File: config.mk
export PLATFORM = sky130hd
export DESIGN_NAME = lsb_stego_embed_extract
export DESIGN_NICKNAME = d
export VERILOG_FILES = /design/src/lsbse_pkg.sv /design/src/lsb_stego_embed_extract.sv
export VERILOG_INCLUDE_DIRS = /design/src /design/src/src
export SDC_FILE = /design/constraint.sdc
export NUM_CORES = 1
export LEC_CHECK = 0
export ABC_CLOCK_PERIOD_IN_PS = 4000
export BUFFER_PORTS_ARGS = -buffer_cell sky130_fd_sc_hd__buf_2
export CAP_MARGIN = 25
export CORE_ASPECT_RATIO = 0.5
export CORE_MARGIN = 2
export CORE_UTILIZATION = 40
export CTS_CLUSTER_DIAMETER = 100
export CTS_CLUSTER_SIZE = 30
export DETAILED_ROUTE_END_ITERATION = 8
export RECOVER_POWER = 25
export SKIP_CTS_REPAIR_TIMING = 1
export SLEW_MARGIN = 20
export SYNTH_ARGS = -nofsm -noshare
export SYNTH_HDL_FRONTEND = slang
export SYNTH_SLANG_ARGS = --single-unit
File: constraint.sdc
create_clock -name clk -period 4 [get_ports clk]
set_clock_uncertainty 0.2 [all_clocks]
set_input_delay 0.6 -clock clk [delete_from_list [all_inputs] [get_ports clk]]
set_output_delay 0.6 -clock clk [all_outputs]
set_load 0.03 [all_outputs]
File: src/assert_macros.svh
// Assertion helpers shared by the RTL; they vanish when SYNTH is defined.
`ifndef ASSERT_MACROS_SVH
`define ASSERT_MACROS_SVH

`ifndef SYNTH
// Same-cycle implication, disabled while reset is held.
`define ASSERT_IMPL(lbl, clk, rstn, ante, cons) \
  lbl: assert property (@(posedge clk) disable iff (!rstn) (ante) |-> (cons)) \
    else $error("assertion failed: same-cycle implication");
// Next-cycle implication, disabled while reset is held.
`define ASSERT_NEXT(lbl, clk, rstn, ante, cons) \
  lbl: assert property (@(posedge clk) disable iff (!rstn) (ante) |=> (cons)) \
    else $error("assertion failed: next-cycle implication");
`else
`define ASSERT_IMPL(lbl, clk, rstn, ante, cons)
`define ASSERT_NEXT(lbl, clk, rstn, ante, cons)
`endif

`endif

File: src/lsbse_pkg.sv
package lsbse_pkg;

  // input item kinds
  localparam logic [1:0] KIND_MSG   = 2'd0;
  localparam logic [1:0] KIND_COVER = 2'd1;
  localparam logic [1:0] KIND_END   = 2'd2;

  // result item kinds
  localparam logic [1:0] OKIND_COVER    = 2'd0;
  localparam logic [1:0] OKIND_MSG      = 2'd1;
  localparam logic [1:0] OKIND_OVERFLOW = 2'd2;

  // configuration register indexes
  localparam logic [1:0] REG_MODE  = 2'd0;
  localparam logic [1:0] REG_DEPTH = 2'd1;

  localparam logic       MODE_EXTRACT = 1'b0;
  localparam logic       MODE_EMBED   = 1'b1;
  localparam logic [3:0] DEPTH_RESET  = 4'b0001;

  localparam logic [4:0] BUF_BITS = 5'd16;

  // result sideband: kind in the low bits, underrun flag above
  typedef struct packed {
    logic       underrun;
    logic [1:0] kind;
  } out_user_t;

  // mask of the low n bits, n in 0..16
  function automatic logic [15:0] low_mask(input logic [4:0] n);
    logic [16:0] one;
    one = 17'd1 << n;
    return 16'(one - 17'd1);
  endfunction

endpackage

File: src/lsb_stego_embed_extract.sv
// Channel | Dir | Handshake              | Payload
// in      | in  | in_tvalid / in_tready  | tdata: data_byte; tuser: kind
// out     | out | out_tvalid / out_tready| tdata: out_byte; tuser: out_kind, underrun
// cfg     | in  | cfg_valid / cfg_ready  | cfg_index, cfg_data
//
// One item per cycle while in_tready is high: each accepted item updates the bit state and, when it
// has a result, loads the output register in the same cycle.
// A result appears in the cycle after its item is accepted, from the output register.
// Reset (rst_n low, synchronous) clears all state but the result payload; mode 0, depth 1.
// in_tready drops only while a result sits unaccepted in the output register.
`include "assert_macros.svh"

module lsb_stego_embed_extract (
  input  logic                   clk,
  input  logic                   rst_n,
  input  logic                   in_tvalid,
  output logic                   in_tready,
  input  logic [7:0]             in_tdata,   // [7:0] data_byte
  input  logic [1:0]             in_tuser,   // [1:0] kind
  output logic                   out_tvalid,
  input  logic                   out_tready,
  output logic [7:0]             out_tdata,  // [7:0] out_byte
  output lsbse_pkg::out_user_t   out_tuser,  // [1:0] out_kind, [2] underrun
  input  logic                   cfg_valid,
  output logic                   cfg_ready,
  input  logic [1:0]             cfg_index,
  input  logic [3:0]             cfg_data
);
  import lsbse_pkg::*;

  logic        mode_r;
  logic [3:0]  depth_r;
  logic [15:0] buf_r, buf_nxt;
  logic [4:0]  cnt_r, cnt_nxt;
  logic        ended_r, ended_nxt;
  logic [7:0]  xb_r, xb_nxt;
  logic [3:0]  xc_r, xc_nxt;
  logic        out_valid_r, out_valid_nxt;
  logic [7:0]  out_byte_r;
  out_user_t   out_user_r;

  logic        in_accept;
  logic        res_valid;
  logic [7:0]  res_byte;
  out_user_t   res_user;

  logic [3:0]  d;
  logic [4:0]  d5;
  logic [7:0]  dmask;
  logic [4:0]  sh;
  logic [4:0]  gap;
  logic [7:0]  keep;
  logic [7:0]  field;
  logic [4:0]  have;
  logic [15:0] acc;
  logic [3:0]  total;
  logic [3:0]  rest;

  logic        chk_under;
  logic        chk_append;

  assign cfg_ready  = 1'b1;
  assign in_tready  = !out_valid_r || out_tready;
  assign in_accept  = in_tvalid && in_tready;
  assign out_tvalid = out_valid_r;
  assign out_tdata  = out_byte_r;
  assign out_tuser  = out_user_r;

  // effective depth: 0 acts as 1, above 8 acts as 8
  always_comb begin
    if (depth_r == 4'd0) begin
      d = 4'd1;
    end else if (depth_r > 4'd8) begin
      d = 4'd8;
    end else begin
      d = depth_r;
    end
    d5    = {1'b0, d};
    dmask = 8'(low_mask(d5));
  end

  // per-item datapath
  always_comb begin
    buf_nxt   = buf_r;
    cnt_nxt   = cnt_r;
    ended_nxt = ended_r;
    xb_nxt    = xb_r;
    xc_nxt    = xc_r;
    res_valid = 1'b0;
    res_byte  = in_tdata;
    res_user  = '{underrun: 1'b0, kind: OKIND_COVER};
    sh        = cnt_r - d5;
    gap       = d5 - cnt_r;
    keep      = dmask & ~8'(low_mask(gap));
    field     = 8'(buf_r >> sh) & dmask;
    have      = {2'b00, xc_r[2:0]};
    acc       = ((16'(xb_r) & low_mask(have)) << d) | 16'(in_tdata & dmask);
    total     = have[3:0] + d;
    rest      = total - 4'd8;

    if (mode_r == MODE_EMBED) begin
      case (in_tuser)
        KIND_MSG: begin
          if (ended_r || cnt_r > BUF_BITS - 5'd8) begin
            res_valid     = 1'b1;
            res_user.kind = OKIND_OVERFLOW;
          end else begin
            buf_nxt = {buf_r[7:0], in_tdata};
            cnt_nxt = cnt_r + 5'd8;
          end
        end
        KIND_END: begin
          ended_nxt = 1'b1;
        end
        KIND_COVER: begin
          res_valid = 1'b1;
          if (cnt_r >= d5) begin
            res_byte = (in_tdata & ~dmask) | field;
            buf_nxt  = buf_r & low_mask(sh);
            cnt_nxt  = sh;
          end else if (!ended_r) begin
            res_user.underrun = 1'b1;
          end else if (cnt_r != 5'd0) begin
            // tail bits go to the top of the carrier field
            res_byte = (in_tdata & ~keep) | (8'(buf_r & low_mask(cnt_r)) << gap);
            buf_nxt  = '0;
            cnt_nxt  = '0;
          end
        end
        default: begin
        end
      endcase
    end else if (in_tuser == KIND_COVER) begin
      // extract: append carrier bits, emit a byte once eight are held
      if (total >= 4'd8) begin
        res_valid     = 1'b1;
        res_user.kind = OKIND_MSG;
        res_byte      = 8'(acc >> rest);
        xb_nxt        = 8'(acc & low_mask({1'b0, rest}));
        xc_nxt        = rest;
      end else begin
        xb_nxt = acc[7:0];
        xc_nxt = total;
      end
    end
  end

  // output register
  always_comb begin
    out_valid_nxt = out_valid_r;
    if (in_accept && res_valid) begin
      out_valid_nxt = 1'b1;
    end else if (out_tready) begin
      out_valid_nxt = 1'b0;
    end
  end

  // configuration registers
  always_ff @(posedge clk) begin
    if (!rst_n) begin
      mode_r  <= MODE_EXTRACT;
      depth_r <= DEPTH_RESET;
    end else if (cfg_valid && cfg_ready) begin
      case (cfg_index)
        REG_MODE:  mode_r  <= cfg_data[0];
        REG_DEPTH: depth_r <= cfg_data;
        default: begin
        end
      endcase
    end
  end

  // item state and result valid
  always_ff @(posedge clk) begin
    if (!rst_n) begin
      buf_r       <= '0;
      cnt_r       <= '0;
      ended_r     <= 1'b0;
      xb_r        <= '0;
      xc_r        <= '0;
      out_valid_r <= 1'b0;
    end else begin
      out_valid_r <= out_valid_nxt;
      if (in_accept) begin
        buf_r   <= buf_nxt;
        cnt_r   <= cnt_nxt;
        ended_r <= ended_nxt;
        xb_r    <= xb_nxt;
        xc_r    <= xc_nxt;
      end
    end
  end

  // result payload
  always_ff @(posedge clk) begin
    if (in_accept && res_valid) begin
      out_byte_r <= res_byte;
      out_user_r <= res_user;
    end
  end

  // checker terms
  assign chk_under  = out_tvalid && out_tuser.underrun;
  assign chk_append = in_accept && mode_r == MODE_EMBED && in_tuser == KIND_MSG &&
                      !ended_r && cnt_r <= 5'd8;

  `ASSERT_IMPL(a_underrun_cover, clk, rst_n, chk_under, out_tuser.kind == OKIND_COVER)
  `ASSERT_IMPL(a_stall_blocks_in, clk, rst_n, out_tvalid && !out_tready, !in_tready)
  `ASSERT_NEXT(a_msg_appends, clk, rst_n, chk_append, cnt_r == $past(cnt_r) + 5'd8)
  `ASSERT_IMPL(a_cnt_bound, clk, rst_n, 1'b1, cnt_r <= BUF_BITS && xc_r < 4'd8)

endmodule

---- After elaboration in Yosys (flattened, before gate mapping) ----
Index checks and enable logic that the tools add are counted.
storage, ports and cells
  flip-flop bits (word level) ............. 50
  bits of input ports ..................... 21
  logic and storage cells ................. 110
operators by class
  add/sub/neg operators ................... 11
  magnitude comparators ................... 4
  eq/ne operators ......................... 6
  shifts and indexed selects .............. 10
  multiplexer cells ....................... 34
  bitwise logic cells ..................... 17
  reductions and logical operators ........ 17
operator list
  cell                   count
  $mux 16                4
  $mux 8                 8
  $and 8x8->8            7
  $pmux 16 s2            1
  $sub 16x1->16 const B  2
  $sub 8x1->8 const B    4
  $not 8->8              3
  $mux 5                 4
  $and 16x16->16         1
  $and 8x16->16          1
  $or 16x8->16           1
  $or 8x8->8             2
  $shl 1x3->16 const A   1
  $shl 1x4->8 const A    2
  $shl 1x5->16 const A   1
  $shl 1x5->8 const A    2
  $shl 16x4->16          1
  $shr 16x4->8           1
  $shr 16x5->8           1
  $pmux 5 s2             1
  $mux 1                 9
  $mux 4                 2
  $shl 8x5->8            1
  $mux 2                 3
  27 further kinds       36

---- Logic depth before layout (Yosys ltp) ----
  word-level depth ........................ 16
  depth in mapped cells ................... 20
  mapped depth without buffers ............ 18

---- Worst setup path after synthesis ----
No wires, ideal clock.
  kind .................................... reg2reg
  start point ............................. register depth_r[3]
  end point ............................... register out_byte_r[6] (netlist: out_tdata[6]), data pin
  library setup time ...................... 268 ps
  arrival time ............................ 3930 ps
  slack ................................... -398 ps
  cell stages (with the launch flop) ...... 20
  buffers on the path ..................... 5
  period minus slack after synthesis ...... 4398 ps
  cell sequence ........................... dfxtp_1 > clkbuf_1 > clkbuf_1 > clkbuf_1 > clkbuf_1 > ha_1 > clkbuf_1 > nor2_1 > a21oi_1 > xnor2_1 > and2_1 > nand3_1 > ha_1 > inv_1 > nor2_1 > a31o_2 > a211oi_1 > o2111ai_1 > a311oi_1 > o21ai_0
between the ends
  cells in the longest elaborated chain, start to end .. 16
ends and longest elaborated chain
  element                   line                            RTL
  start: declaration        lsb_stego_embed_extract.sv:32   logic [3:0] depth_r;
  start signal: assignment  lsb_stego_embed_extract.sv:166  REG_DEPTH: depth_r <= cfg_data;
  $gt 4x4->1                lsb_stego_embed_extract.sv:73   end else if (depth_r > 4'd8) begin
  $mux 4                    lsb_stego_embed_extract.sv:73
  $mux 4 *                  lsb_stego_embed_extract.sv:71   if (depth_r == 4'd0) begin
  $sub 4x5->5               lsb_stego_embed_extract.sv:93   gap = d5 - cnt_r;
  $shl 1x5->8               lsbse_pkg.sv:32                 one = 17'd1 << n;
  $sub 8x1->8               lsbse_pkg.sv:33                 return 16'(one - 17'd1);
  $not 8->8                 lsb_stego_embed_extract.sv:94   keep = dmask & ~8'(low_mask(gap));
  $and 8x8->8               lsb_stego_embed_extract.sv:94
  $not 8->8                 lsb_stego_embed_extract.sv:125  res_byte = (in_tdata & ~keep) | (8'(buf_r & low_mask(cnt_r)) << gap);
  $and 8x8->8               lsb_stego_embed_extract.sv:125
  $or 8x8->8                lsb_stego_embed_extract.sv:125
  $mux 8                    lsb_stego_embed_extract.sv:123  end else if (cnt_r != 5'd0) begin
  $mux 8                    lsb_stego_embed_extract.sv:121  end else if (!ended_r) begin
  $mux 8                    lsb_stego_embed_extract.sv:117  if (cnt_r >= d5) begin
  $mux 8                    lsb_stego_embed_extract.sv:102  case (in_tuser)
  $mux 8 *                  lsb_stego_embed_extract.sv:101  if (mode_r == MODE_EMBED) begin
  named net res_byte[6]     lsb_stego_embed_extract.sv:44   logic [7:0] res_byte;
  end signal: assignment    lsb_stego_embed_extract.sv:197  out_byte_r <= res_byte;
  end: declaration          lsb_stego_embed_extract.sv:39   logic [7:0] out_byte_r;
Mark *: on every way through the listed nets, which the timed path passes. The rest lies on a longest branch.
A chain may end at the register's enable or synchronous reset.

---- Worst setup path after layout ----
  start point ............................. register depth_r[1]
  end point ............................... register out_byte_r[6] (netlist: out_tdata[6]), data pin
The elaborated chain is that of the path after synthesis.

==> run_summary.xml <==
<?xml version="1.0" encoding="UTF-8"?>
<metrics>
  <group name="timing">
    <metric name="worst_slew_margin_rel" unit="">0.4615</metric>
    <metric name="timing.final.crit_period" unit="ns">3.903</metric>
    <metric name="fin_tns_setup" unit="ns">0</metric>
    <metric name="unrepaired_setup_endpoints_after_global_routing" unit="">true</metric>
    <metric name="fmax" unit="MHz">256.2</metric>
    <metric name="final-max-slew-violation-count" unit="">0</metric>
    <metric name="count_of_endpoints_failing_hold_in_the_final_timing_report" unit="">0</metric>
    <metric name="final.period_utilization" unit="">0.9756</metric>
    <metric name="worstMarginPinSlew" unit="ns">0.8077</metric>
    <metric name="finalSetupViolCount" unit="">0</metric>
  </group>
  <group name="pwr">
    <metric name="power_density" unit="mW/mm²">224.2</metric>
    <metric name="leakagePower" unit="nW">2.327</metric>
    <metric name="max-vdd-ir-drop" unit="V">0.0001460</metric>
  </group>
  <group name="global_route">
    <metric name="grt_usage" unit="">0.2936</metric>
    <metric name="overflow" unit="">0</metric>
    <metric name="largest_net_degree_at_the_start_of_global_routing" unit="">31</metric>
    <metric name="grt_first_pass_wirelength" unit="µm">33890</metric>
    <metric name="antenna_found_initial" unit="">0</metric>
    <metric name="first_global_vias" unit="">5864</metric>
  </group>
  <group name="clock_tree">
    <metric name="clock_transition_at_the_register_clock_pins_on_the_worst_setup_and_hold_paths_after_cts" unit="ns">0.08</metric>
    <metric name="htree_levels" unit="">2</metric>
    <metric name="numCtsBuffers" unit="">5</metric>
    <metric name="worst_skew_pair.late_latency" unit="ns">0.31</metric>
    <metric name="tritoncts_clock_tree" unit="">built</metric>
    <metric name="cts_buffer_depth" unit="">2</metric>
    <metric name="clock-sinks" unit="">49</metric>
    <metric name="cts_root_buffer" unit="">sky130_fd_sc_hd__clkbuf_16</metric>
  </group>
  <group name="setup_path">
    <metric name="path_max_fanout" unit="">6</metric>
    <metric name="worst_ep_arrival_time" unit="ns">3.75</metric>
    <metric name="capture_point_of_the_worst_reg_to_reg_path" unit="">out_tdata[6]$_DFFE_PP_</metric>
    <metric name="worst-r2r-setup-slack" unit="ns">0.1</metric>
    <metric name="crit_path_cell_trace" unit="">o21ba_2 &gt; nor2_4 &gt; inv_2 &gt; ha_2 &gt; fa_2 &gt; nand2b_1 &gt; a21oi_2 &gt; xnor2_2 &gt; and2_4 &gt; nand3_1 &gt; ha_2 &gt; inv_4 &gt; nor2_1 &gt; a31o_2 &gt; a211oi_2 &gt; o2111ai_1 &gt; a311oi_1 &gt; o21ai_1</metric>
    <metric name="worst-path-buf-inv" unit="">2</metric>
    <metric name="crit_slowest_cell" unit="">sky130_fd_sc_hd__fa_2</metric>
    <metric name="critical_path.top_delay_family" unit="">compound AO/OA/AOI/OAI gates</metric>
    <metric name="critical_path.max_stage_delay" unit="ns">0.38</metric>
    <metric name="critical_path_required" unit="ns">3.85</metric>
    <metric name="setup.worst_path.end_class" unit="">flip-flop</metric>
    <metric name="critPathMostFrequentCell" unit="">sky130_fd_sc_hd__ha_2</metric>
    <metric name="worstSetupPathDepth" unit="">18</metric>
    <metric name="crit_path_class" unit="">reg -&gt; reg</metric>
    <metric name="worst-r2r-cell-count" unit="">18</metric>
    <metric name="crit_path_end" unit="">out_tdata[6]$_DFFE_PP_</metric>
    <metric name="worstSetupStartpointType" unit="">flip-flop</metric>
    <metric name="critical_path.startpoint" unit="">depth_r[1]$_SDFFE_PN0P_</metric>
    <metric name="reg2reg_from" unit="">depth_r[1]$_SDFFE_PN0P_</metric>
  </group>
  <group name="yosys">
    <metric name="synth.cell_area" unit="mm²">0.005665</metric>
    <metric name="synth-warning-count" unit="">0</metric>
    <metric name="synth.lib_cells_used.distinct" unit="">82</metric>
    <metric name="synthArstFlopShare" unit="">0</metric>
    <metric name="synth.yosys.seq_area_share" unit="">0.1926</metric>
    <metric name="synth_common_cells" unit="">82 x sky130_fd_sc_hd__nand2_1, 75 x sky130_fd_sc_hd__nor2_1, 72 x sky130_fd_sc_hd__a21oi_1</metric>
    <metric name="ys_ff_latch" unit="">49</metric>
    <metric name="synth-main-ff-cell" unit="">sky130_fd_sc_hd__dfxtp_1</metric>
    <metric name="synth_largest_area_cell" unit="">sky130_fd_sc_hd__dfxtp_1</metric>
    <metric name="post_synth_main_area_contributors" unit="">sky130_fd_sc_hd__dfxtp_1 13%, sky130_fd_sc_hd__a21oi_1 6.4%, sky130_fd_sc_hd__edfxtp_1 5.8%</metric>
    <metric name="synth.avg_cell_area" unit="µm²">7.190</metric>
    <metric name="number_of_instances_in_the_synthesized_netlist" unit="">788</metric>
    <metric name="cell_with_the_most_instances_after_synthesis" unit="">sky130_fd_sc_hd__nand2_1</metric>
    <metric name="synth-edff-count" unit="">11</metric>
    <metric name="yosys.area.top_type_share" unit="">0.1343</metric>
  </group>
  <group name="detailed_routing">
    <metric name="detailroute.wirelength.met2" unit="µm">9393</metric>
    <metric name="detail_route.first_pass.iterations" unit="">5</metric>
    <metric name="postRouteWirelength" unit="µm">21800</metric>
    <metric name="wl_met3" unit="µm">1357</metric>
    <metric name="detail_route.drc_violations" unit="">0</metric>
    <metric name="vias_per_cell" unit="">6.301</metric>
    <metric name="detail_route.wl_per_cell" unit="µm">21.59</metric>
    <metric name="drt_iter0_drcs" unit="">840</metric>
    <metric name="final_antenna_net_count" unit="">0</metric>
    <metric name="route.top_layer_used" unit="">met4</metric>
    <metric name="drt-met1-wl" unit="µm">10580</metric>
    <metric name="num_vias" unit="">6364</metric>
  </group>
  <group name="die">
    <metric name="die_width" unit="µm">172.3</metric>
    <metric name="placement_rows" unit="">30</metric>
    <metric name="coreArea" unit="mm²">0.01370</metric>
    <metric name="die_h" unit="µm">88.16</metric>
    <metric name="io_pins" unit="">35</metric>
    <metric name="dieArea" unit="mm²">0.01519</metric>
    <metric name="initial_core_util" unit="">0.4135</metric>
  </group>
  <group name="final_layout">
    <metric name="antennaDiodeCount" unit="">0</metric>
    <metric name="syn2layout_area_growth" unit="%">13.78</metric>
    <metric name="layout_filler_cell_count" unit="">1383</metric>
    <metric name="final_layout_size_suffix_gt1_frac" unit="">0.1589</metric>
    <metric name="num-nets-final" unit="">860</metric>
    <metric name="postLayoutCellArea" unit="mm²">0.006446</metric>
  </group>
  <group name="place">
    <metric name="placement.io_buffers" unit="">33</metric>
    <metric name="dpl.hpwl" unit="µm">16830</metric>
    <metric name="placed_area" unit="mm²">0.006255</metric>
    <metric name="gpl.final_weighted_congestion" unit="">0.9437</metric>
  </group>
  <group name="min_path">
    <metric name="whs_path_depth" unit="">2</metric>
    <metric name="min_path_type" unit="">reg -&gt; reg</metric>
    <metric name="hold_start" unit="">buf_r[13]$_SDFFE_PN0P_</metric>
  </group>
  <group name="run">
    <metric name="cap_viol_max_count" unit="">0</metric>
  </group>
  <group name="run_status">
    <metric name="outcome" unit="">complete, no violations</metric>
  </group>
</metrics>
==> stage by stage <==
stage	hold slack [ns]	total power, mW	setup WS [ns]	instances	util
floorplan	0.2607	0.8043	-0.02028	789	-
global placement	0.2822	0.9375	0.1482	1000	0.4565
detailed placement	0.2912	0.9383	0.03739	1000	0.4565
CTS	0.3019	1.435	0.02872	1008	0.4687
global route	0.3423	1.504	-0.08775	1010	0.4705
finish	0.3055	1.445	0.09749	1010	0.4705
==> cells by family (layout without fill, tap and decap cells) <==
family,after synthesis,in the layout,share of synthesized area
and+or+nand+nor,290,290,0.2500
AOI/OAI and AO/OA,273,273,0.3246
buffers and inverters,95,124,0.06427
DFF,49,49,0.1926
muxes,39,39,0.08591
adders and majority gates,22,22,0.05256
xor gates and xnor gates,19,19,0.02937
other,1,2,0.0006619
==> report_power, final <==
part	total (mW)	switching [mW]	leakage, nW	internal (mW)
clock	0.502	0.229	0.0782	0.272
combinational	0.426	0.271	1.84	0.154
sequential	0.518	0.00755	0.413	0.510
total	1.45	0.508	2.33	0.937
==> layout make-up <==
cell class | count | area, µm² | area share
Multi-Input combinational cell | 645 | 4268 | 0.6621
Sequential cell | 49 | 1092 | 0.1694
Timing Repair Buffer | 89 | 575.6 | 0.08929
Tap cell | 192 | 240.2 | 0.03727
Clock buffer | 6 | 150.1 | 0.02329
Inverter | 27 | 103.9 | 0.01611
Clock inverter | 2 | 16.27 | 0.002523
==> sequential cells by signal, indices dropped and copies added, names as in the netlist <==
name / cells
buf_r: 16
out_tdata: 8
xb_r: 7
cnt_r: 5
depth_r: 4
out_tuser: 3
xc_r: 3
ended_r: 1
mode_r: 1
out_tvalid: 1
==> how the worst min path moves through the flow <==
stage	to	slack (ns)
floorplan	buf_r[8]$_SDFFE_PN0P_	0.26
global route	xb_r[0]$_SDFFE_PN0P_	0.34
finish	buf_r[13]$_SDFFE_PN0P_	0.31
detailed placement	buf_r[8]$_SDFFE_PN0P_	0.29
global placement	buf_r[8]$_SDFFE_PN0P_	0.28
CTS	buf_r[8]$_SDFFE_PN0P_	0.30
==> layout by cell type, fill, tap and decap left out, types with 6 or more instances in the layout <==
| master | n |
|---|---|
| sky130_fd_sc_hd__edfxtp_1 | 11 |
| sky130_fd_sc_hd__a22oi_1 | 10 |
| sky130_fd_sc_hd__buf_2 | 21 |
| sky130_fd_sc_hd__mux4_2 | 6 |
| sky130_fd_sc_hd__xor2_1 | 7 |
| sky130_fd_sc_hd__mux2_2 | 7 |
| sky130_fd_sc_hd__a31oi_1 | 12 |
| sky130_fd_sc_hd__a21oi_1 | 71 |
| sky130_fd_sc_hd__nor2b_1 | 11 |
| sky130_fd_sc_hd__nand3b_1 | 6 |
| sky130_fd_sc_hd__nand2b_1 | 10 |
| sky130_fd_sc_hd__clkbuf_1 | 14 |
| sky130_fd_sc_hd__xnor2_1 | 11 |
| sky130_fd_sc_hd__a211oi_1 | 20 |
| sky130_fd_sc_hd__dfxtp_1 | 37 |
| sky130_fd_sc_hd__nor4_1 | 8 |
| sky130_fd_sc_hd__nand3_1 | 34 |
| sky130_fd_sc_hd__mux2i_1 | 24 |
| sky130_fd_sc_hd__o2111ai_1 | 8 |
| sky130_fd_sc_hd__ha_1 | 17 |
| sky130_fd_sc_hd__nand2_1 | 82 |
| sky130_fd_sc_hd__nand4_1 | 8 |
| sky130_fd_sc_hd__clkbuf_16 | 6 |
| sky130_fd_sc_hd__inv_1 | 23 |
| sky130_fd_sc_hd__buf_4 | 53 |
| sky130_fd_sc_hd__a311oi_1 | 6 |
| sky130_fd_sc_hd__or3_1 | 6 |
| sky130_fd_sc_hd__o21ai_0 | 47 |
| sky130_fd_sc_hd__o211ai_1 | 10 |
| sky130_fd_sc_hd__nor2_1 | 72 |
| sky130_fd_sc_hd__nor3_1 | 16 |
==> per-layer routing <==
metal,global-route usage,up-vias
li1,-,3023
met1,0.4290,3049
met2,0.4487,259
met3,0.04700,33
met4,0.07869,0
met5,0,-
==> worst min-delay path, stage by stage, from the launching register on <==
cell and delay, ns:
sky130_fd_sc_hd__dfxtp_1 0.33, sky130_fd_sc_hd__o21ai_0 0.07, sky130_fd_sc_hd__a21oi_1 0.06
No activity file was read; power rests on OpenSTA's default activity.
